`src/lfu_page_replacement_core_macros.svh`:
```
// Assertion macros for the LFU page replacement core.
// Used by the top level only; no other dependencies.
`ifndef LFU_PAGE_REPLACEMENT_CORE_MACROS_SVH
`define LFU_PAGE_REPLACEMENT_CORE_MACROS_SVH

// Same-cycle implication, disabled during reset.
`define LFU_ASSERT_SAME(label, clk, rst_n, ante, cons) \
    label: assert property (@(posedge clk) disable iff (!rst_n) (ante) |-> (cons)) \
        else $error("lfu assertion failed");

// Next-cycle implication, disabled during reset.
`define LFU_ASSERT_NEXT(label, clk, rst_n, ante, cons) \
    label: assert property (@(posedge clk) disable iff (!rst_n) (ante) |=> (cons)) \
        else $error("lfu assertion failed");

`endif

```
`src/lfu_pkg.sv`:
```
// Shared types, constants and helpers for the LFU page replacement core.
// No dependencies.
`default_nettype none

package lfu_pkg;

    localparam int MAX_FRAMES = 16;
    localparam int PAGE_BITS  = 16;
    localparam int CNT_W      = 32;
    localparam int FIU_W      = 5;
    localparam int FIDX_W     = 4;

    localparam logic [FIU_W-1:0] FIU_RESET = 5'd16;
    localparam logic [CNT_W-1:0] SAT_MAX   = '1;

    typedef enum logic [1:0] {
        ST_IDLE,
        ST_SCAN,
        ST_DONE
    } t_state;

    typedef struct packed {
        logic vld;
        logic hit_found;
        logic emp_found;
        logic min_set;
    } t_scan_flags;

    typedef struct packed {
        logic en;
        logic hit;
    } t_upd_ctl;

    function automatic logic [CNT_W-1:0] sat_inc(input logic [CNT_W-1:0] v);
        sat_inc = (v == SAT_MAX) ? v : v + 1'b1;
    endfunction

endpackage

`default_nettype wire

```
`src/lfu_cell.sv`:
```
// One frame cell: holds a frame's tag, use count and last-use tick, folds itself
// into the passing scan record and registers it for its neighbor. Depends on lfu_pkg.
`default_nettype none

module lfu_cell #(
    parameter int               PAGE_BITS = lfu_pkg::PAGE_BITS,
    parameter int               IDX_W     = 4,
    parameter logic [IDX_W-1:0] INDEX     = '0
) (
    input  wire logic                      i_clk,
    input  wire logic                      i_rst_n,
    input  wire logic                      i_active,
    input  wire lfu_pkg::t_scan_flags      i_flags,
    input  wire logic [PAGE_BITS-1:0]      i_page,
    input  wire logic [IDX_W-1:0]          i_hit_idx,
    input  wire logic [IDX_W-1:0]          i_emp_idx,
    input  wire logic [IDX_W-1:0]          i_min_idx,
    input  wire logic [lfu_pkg::CNT_W-1:0] i_min_cnt,
    input  wire logic [lfu_pkg::CNT_W-1:0] i_min_tick,
    input  wire logic [PAGE_BITS-1:0]      i_min_page,
    input  wire lfu_pkg::t_upd_ctl         i_upd,
    input  wire logic [IDX_W-1:0]          i_upd_idx,
    input  wire logic [PAGE_BITS-1:0]      i_upd_page,
    input  wire logic [lfu_pkg::CNT_W-1:0] i_upd_tick,
    output lfu_pkg::t_scan_flags           o_flags,
    output logic [PAGE_BITS-1:0]           o_page,
    output logic [IDX_W-1:0]               o_hit_idx,
    output logic [IDX_W-1:0]               o_emp_idx,
    output logic [IDX_W-1:0]               o_min_idx,
    output logic [lfu_pkg::CNT_W-1:0]      o_min_cnt,
    output logic [lfu_pkg::CNT_W-1:0]      o_min_tick,
    output logic [PAGE_BITS-1:0]           o_min_page
);

    logic                      r_valid;
    logic [PAGE_BITS-1:0]      r_page;
    logic [lfu_pkg::CNT_W-1:0] r_cnt;
    logic [lfu_pkg::CNT_W-1:0] r_tick;

    lfu_pkg::t_scan_flags      r_flags, n_flags;
    logic [PAGE_BITS-1:0]      r_rec_page;
    logic [IDX_W-1:0]          r_hit_idx, n_hit_idx;
    logic [IDX_W-1:0]          r_emp_idx, n_emp_idx;
    logic [IDX_W-1:0]          r_min_idx, n_min_idx;
    logic [lfu_pkg::CNT_W-1:0] r_min_cnt, n_min_cnt;
    logic [lfu_pkg::CNT_W-1:0] r_min_tick, n_min_tick;
    logic [PAGE_BITS-1:0]      r_min_page, n_min_page;

    logic match;
    logic empty;
    logic better;
    logic upd_me;

    assign match  = i_active && r_valid && (r_page == i_page);
    assign empty  = i_active && !r_valid;
    assign better = i_active && r_valid &&
                    (!i_flags.min_set || (r_cnt < i_min_cnt) ||
                     ((r_cnt == i_min_cnt) && (r_tick < i_min_tick)));
    assign upd_me = i_upd.en && (i_upd_idx == INDEX);

    always_comb begin
        n_flags           = i_flags;
        n_hit_idx         = i_hit_idx;
        n_emp_idx         = i_emp_idx;
        n_min_idx         = i_min_idx;
        n_min_cnt         = i_min_cnt;
        n_min_tick        = i_min_tick;
        n_min_page        = i_min_page;
        if (match && !i_flags.hit_found) begin
            n_flags.hit_found = 1'b1;
            n_hit_idx         = INDEX;
        end
        if (empty && !i_flags.emp_found) begin
            n_flags.emp_found = 1'b1;
            n_emp_idx         = INDEX;
        end
        if (better) begin
            n_flags.min_set = 1'b1;
            n_min_idx       = INDEX;
            n_min_cnt       = r_cnt;
            n_min_tick      = r_tick;
            n_min_page      = r_page;
        end
    end

    always_ff @(posedge i_clk) begin
        if (!i_rst_n) begin
            r_valid <= 1'b0;
            r_flags <= '0;
        end else begin
            r_flags <= n_flags;
            if (upd_me) begin
                r_valid <= 1'b1;
            end
        end
    end

    always_ff @(posedge i_clk) begin
        r_rec_page <= i_page;
        r_hit_idx  <= n_hit_idx;
        r_emp_idx  <= n_emp_idx;
        r_min_idx  <= n_min_idx;
        r_min_cnt  <= n_min_cnt;
        r_min_tick <= n_min_tick;
        r_min_page <= n_min_page;
        if (upd_me) begin
            r_tick <= i_upd_tick;
            if (i_upd.hit) begin
                r_cnt <= lfu_pkg::sat_inc(r_cnt);
            end else begin
                r_page <= i_upd_page;
                r_cnt  <= lfu_pkg::CNT_W'(1);
            end
        end
    end

    assign o_flags    = r_flags;
    assign o_page     = r_rec_page;
    assign o_hit_idx  = r_hit_idx;
    assign o_emp_idx  = r_emp_idx;
    assign o_min_idx  = r_min_idx;
    assign o_min_cnt  = r_min_cnt;
    assign o_min_tick = r_min_tick;
    assign o_min_page = r_min_page;

endmodule

`default_nettype wire

```
`config.mk`:
```
export PLATFORM = sky130hd
export DESIGN_NAME = lfu_cell
export DESIGN_NICKNAME = d
export VERILOG_FILES = /design/src/lfu_page_replacement_core_macros.svh /design/src/lfu_pkg.sv /design/src/lfu_cell.sv
export SDC_FILE = /design/constraint.sdc
export NUM_CORES = 1
export LEC_CHECK = 0
export ABC_CLOCK_PERIOD_IN_PS = 8400
export BUFFER_PORTS_ARGS = -buffer_cell sky130_fd_sc_hd__buf_4
export CORE_MARGIN = 5
export CORE_UTILIZATION = 45
export CTS_BUF_LIST = sky130_fd_sc_hd__clkbuf_8
export CTS_CLUSTER_DIAMETER = 40
export DETAILED_ROUTE_END_ITERATION = 6
export HOLD_SLACK_MARGIN = 0.12
export PLACE_DENSITY_LB_ADDON = 0.08
export SYNTH_ARGS = -nofsm -noshare
export SYNTH_HDL_FRONTEND = slang
export SYNTH_SLANG_ARGS = --single-unit
```
`constraint.sdc`:
```
create_clock -name i_clk -period 8.4 [get_ports i_clk]
set_input_delay 0 -clock i_clk [delete_from_list [all_inputs] [get_ports i_clk]]
set_output_delay 0 -clock i_clk [all_outputs]
set_load 0.005 [all_outputs]
```
=== Word-level counts from Yosys, hierarchy flattened ===
Cells that the tools add are included.

* Input bits: 169
* Bits in latches: 0
* Memories kept: 0
* Bits in read-only memories: 0
* Register bits after elaboration: 193
* Word-level logic and storage cells: 47
* Bits in writable memories: 0

* Equality and inequality tests: 4
* Bitwise gates (word level): 1
* Reduce and logical (&&, ||, !) cells: 17
* $mul: 0
* Shift-type cells: 0
* $add $sub $neg: 1
* Div/mod/pow operators: 0
* Muxes and demuxes: 7
* $lt $le $gt $ge: 2

{| class="wikitable"
|+ Operators with widths
! cell !! count
|-
| $mux 32 || 3
|-
| $lt 32x32->1 || 2
|-
| $add 32x1->32 const B || 1
|-
| $eq 32x32->1 || 1
|-
| $eq 32x32->1 const B || 1
|-
| $eq 16x16->1 || 1
|-
| $mux 16 || 1
|-
| $logic_and 1x1->1 || 8
|-
| $logic_not 1->1 || 4
|-
| $logic_not 4->1 || 1
|-
| $reduce_and 2->1 || 2
|-
| $mux 1 || 3
|-
| $logic_or 1x1->1 || 2
|-
| $ne 2x2->1 const B || 1
|-
| $not 1->1 || 1
|}

=== Longest topological paths before layout ===
* Depth after elaboration: 5
* Depth in mapped cells: 11

=== Worst setup path after synthesis ===
OpenSTA, ideal clock, no wires.

* Path kind: register to register
* Start: reg r_cnt[0] in the netlist's numbering
* End: reg r_cnt[0] in the netlist's numbering, enable pin
* Buffers on the path: 0
* Cell stages (with the launch flop): 7
* Path slack: 5.033 ns
* Arrival time: 2.927 ns
* Cells stage by stage: edfxtp_1 ha_1 nand2_1 nor3_2 nand4_1 nor3_2 a41oi_1

* Longest elaborated chain between the ends: 3

{| class="wikitable"
|+ Ends and longest elaborated chain
! item !! line !! text
|-
| from (decl) || lfu_cell.sv:37 || <nowiki>logic [lfu_pkg::CNT_W-1:0] r_cnt;</nowiki>
|-
| from (signal assigned) || lfu_cell.sv:109 || <nowiki>r_cnt <= lfu_pkg::sat_inc(r_cnt);</nowiki>
|-
| from (signal assigned) || lfu_cell.sv:112 || <nowiki>r_cnt <= lfu_pkg::CNT_W'(1);</nowiki>
|-
| $eq 32x32->1 || lfu_pkg.sv:35 || <nowiki>sat_inc = (v == SAT_MAX) ? v : v + 1'b1;</nowiki>
|-
| $ne 2x2->1 (no line) || n/a ||
|-
| $reduce_and 2->1 (no line) || n/a ||
|}

Every way passes these cells.
A chain may end at the register's enable or synchronous reset.

=== Final worst setup path ===
* Start: reg r_cnt[14] in the netlist's numbering
* End: reg r_min_tick (netlist bit o_min_tick[0])

* Longest elaborated chain between the ends: 5
* Elaborated cells between the ends (all ways): 7
* Those cells by class: 1 x order compare; 1 x eq/ne; 1 x mux; 4 x reduce/logical

{| class="wikitable"
|+ Ends and longest elaborated chain
! item !! line !! text
|-
| $lt 32x32->1 or $eq 32x32->1 (tied branches) || lfu_cell.sv:57, lfu_cell.sv:58 ||
|-
| $logic_or 1x1->1 or $logic_and 1x1->1 (tied branches) || lfu_cell.sv:57, lfu_cell.sv:58 ||
|-
| $logic_or 1x1->1 (*) || lfu_cell.sv:57 || <nowiki>(!i_flags.min_set || (r_cnt < i_min_cnt) ||</nowiki>
|-
| $logic_and 1x1->1 (*) || lfu_cell.sv:56 || <nowiki>assign better = i_active && r_valid &&</nowiki>
|-
| $mux 32 (*) || lfu_cell.sv:77 || <nowiki>if (better) begin</nowiki>
|-
| via n_min_tick (one bit) || lfu_cell.sv:46 || <nowiki>logic [lfu_pkg::CNT_W-1:0] r_min_tick, n_min_tick;</nowiki>
|-
| to (signal assigned) || lfu_cell.sv:104 || <nowiki>r_min_tick <= n_min_tick;</nowiki>
|-
| to (decl) || lfu_cell.sv:46 ||
|}

Mark *: on every way through the listed nets, which the timed path passes. The rest lies on a longest branch.

==> impl_results.md <==
* Fmax at 322 MHz
* Post-CTS setup buffer count at 0
* Post-route DRC at 0
* Endpoint class of the critical path: flop
* Netlist area before placement at 8560 um2
* Iteration count of the initial detailed-routing pass at 4
* Dpl hpwl at 16300 um
* Vias after detailed routing at 6582
* Hold Crit Depth at 2
* Vertical extent of the die at 148 um
* Die Wd at 148 um
* Reg2reg start: r_cnt[14]$_SDFFCE_PN0P_
* Max Slew Vio Count at 0
* Most instantiated flip-flop cell in the synthesis netlist: dfxtp_1
* Path class of the lowest-slack min-delay path: input port to flop
* IO buf count at 280
* Overall fraction of global-route tracks in use at 0.210
* Fillcell total at 1298
* Placer's final routability congestion estimate at 0.836
* Relative max-transition margin at 0.465
* Violation count after the first detailed-routing iteration at 195
* Average cell area after synthesis at 12.7 um2
* Type of the setup path with the least slack: flop to flop
* RSZ-0062 raised after global routing: false
* Total of max-cap violations at 0
* Initial core utilization at 0.457
* Critical Path AT at 3.46 ns
* End point of the most critical hold path: o_page[6]$_DFF_P_
* Final core utilization at 0.697
* Clk_lat worst skew at 0.46 ns
* Final net count at 1373
* Number of hold violations in the final report at 0
* Async set-reset flop share out of synthesis at 0
* Wirelength per Cell at 16.6 um
* Post-Route WL at 23100 um
* Largest net degree at the start of global routing at 45
* Number of buffers inserted during clock tree synthesis at 17
* Bufs on Longest Clock Path at 2
* Count of antenna-violating nets left after detailed routing at 0
* Worst Skew at 0.0162 ns
* Capture point of the worst reg-to-reg path: o_min_tick[0]$_DFF_P_
* Ratio of routed vias to standard cells at 4.75
* Number of diodes added for antenna fixing at 0
* Launching instance or port of the critical path: r_cnt[14]$_SDFFCE_PN0P_
* Post-layout minimum cycle time at 3.10 ns
* Share of the clock period used by the worst path at 0.369
* Final number of setup-violating endpoints at 0
* Maximum VDD drop at 94.6 uV
* Number of distinct library cells after synthesis at 43
* Synthesized netlist cell count at 675
* #FFs+latches synth at 193
* CTS root buf: clkbuf_8
* Maximum fanout encountered on the critical timing path at 44
* Number of enable-type register cells in the synthesized netlist at 80
* Number of antenna violations at the first check in global routing at 0
* Synthesized Nets at 908
* Worst reg2reg setup slack at 5.30 ns
* Hold Path Origin: i_page[6]
* Number of global-route vias before repair at 7088
* Area of the core at 18700 um2
* Top Ports at 281
* Leak pwr at 0.00605 uW
* Clock tree from TritonCTS: yes
* Sink Count at 193
* Site Rows at 50
* Total power density per cell area at 148 nW/um2
* CP Launch Type: flop
* Cell depth of the worst flop-to-flop path at 9
* Slew at the pin with the worst max-slew slack at 0.795 ns
* Area Overhead vs Synth at 52.5%
* Count of yosys warnings during synthesis at 0
* Outcome: completed
* Setup TNS Final at 0 ns
* Wire length of the first global-routing pass at 36100 um
* CTS H-tree depth at 4
* Data required time of the worst path at 8.76 ns
* Global route total overflow at 0
* Sequential fraction of the synthesis area at 0.545
* Floorplan die area at 21900 um2
* Clock slew seen by the registers of the worst setup and hold paths at 0.11 ns
* Layout cell share with drive strength beyond 1 at 0.347
==> per-layer routing <==
layer | routed length (um) | part of all wire | global-route usage
met3 | 1600 | 0.069 | 0.0635
met1 | 9180 | 0.40 | 0.238
met2 | 11800 | 0.51 | 0.376
met4 | 471 | 0.020 | 0.0725
met5 | 0 | 0 | 0
==> where the power goes <==
part / switching, uW / total, uW / internal (uW)
Clock: 342 / 621 / 279
Combinational: 98.2 / 290 / 191
Sequential: 14.6 / 1030 / 1010
==> worst max path at each step <==
stage / to
2_1_floorplan: r_cnt[0]$_SDFFCE_PN1P_
3_3_place_gp: o_min_tick[3]$_DFF_P_
3_5_place_dp: o_min_tick[0]$_DFF_P_
4_1_cts: o_min_page[12]$_DFF_P_
5_1_grt: o_min_page[13]$_DFF_P_
6_report: o_min_tick[0]$_DFF_P_
==> placed cells by master, fill, tap and decap left out, types with 5 or more instances in the layout <==
cell	count
and2_1	35
nor2b_1	15
nor4_1	9
inv_1	69
nor2_1	13
mux2_4	55
clkbuf_8	18
ha_1	64
edfxtp_1	80
and3_1	5
nand3_1	22
dfxtp_1	113
a21oi_1	23
nand2_1	33
mux2_2	24
xnor2_1	19
dlygate4sd3_1	173
buf_4	285
xor2_1	26
o21ai_0	9
nand4_1	15
==> critical path, stage by stage, from the launching register on <==
cell and delay, ns:
edfxtp_1 0.49, ha_1 0.36, nand4_1 0.15, nor3_1 0.28, a21boi_0 0.25, nor4_1 0.09, a2bb2oi_1 0.17, a21oi_4 0.13
buf_4 0.62, mux2_2 0.42
==> cell families after synthesis <==
family                     after synthesis  share of synthesized area
and+or+nand+nor                        159                      0.103
muxes                                   80                      0.129
adders and majority gates               64                     0.0936
buffers and inverters                   79                     0.0411
AOI/OAI and AO/OA                       55                     0.0420
xor gates and xnor gates                45                     0.0461
DFF                                    193                      0.545
==> through the flow <==
stage / power [uW] / instance area, um2 / setup slack, ns / hold WS [ns] / std cells
after floorplan: 1130 / 8560 / 5.03 / 0.0277 / 675
after global placement: 1270 / 10900 / 5.36 / 0.120 / 1182
after detailed placement: 1270 / 10900 / 5.28 / 0.121 / 1182
after CTS: 1960 / 13000 / 5.28 / 0.150 / 1387
after global routing: 2020 / 13000 / 5.17 / 0.166 / 1387
final: 1940 / 13000 / 5.30 / 0.187 / 1387
==> layout make-up <==
type                    count  area, um2  share of cell area
clock inverters            14        151              0.0116
multi-input cells         403       3570               0.273
inverters                  67        251              0.0193
repair buffers            458       3870               0.297
well taps                 234        293              0.0224
clock buffers              18        248              0.0190
flip-flops and latches    193       4660               0.358
==> sequential cells by signal, summed over array words and instances (netlist names) <==
name,cells
r_page,16
o_page,16
o_min_idx,4
o_hit_idx,4
r_cnt,32
o_flags,4
o_emp_idx,4
o_min_page,16
o_min_tick,32
o_min_cnt,32
r_tick,32
r_valid,1
==> timing repair <==
item | in CTS | in global routing
gates resized for setup | 0 | 0
hold buffers | 173 | 0
endpoints found under the hold margin | 199 | 0
==> synth_stat cells, types with 5 or more instances <==
library cell / number / area share
dfxtp_1: 113 / 0.26
edfxtp_1: 80 / 0.28
inv_1: 67 / 0.029
ha_1: 64 / 0.094
mux2_4: 55 / 0.097
and2_1: 35 / 0.026
nand2_1: 33 / 0.014
xor2_1: 26 / 0.027
mux2_2: 24 / 0.032
a21oi_1: 23 / 0.013
nand3_1: 22 / 0.013
xnor2_1: 19 / 0.019
nand4_1: 15 / 0.011
nor2b_1: 15 / 0.011
nor2_1: 13 / 0.0057
nor4_1: 9 / 0.0066
o21ai_0: 9 / 0.0053
buf_6: 7 / 0.0092
and3_1: 5 / 0.0037
Power figures use the tool's default switching activity.
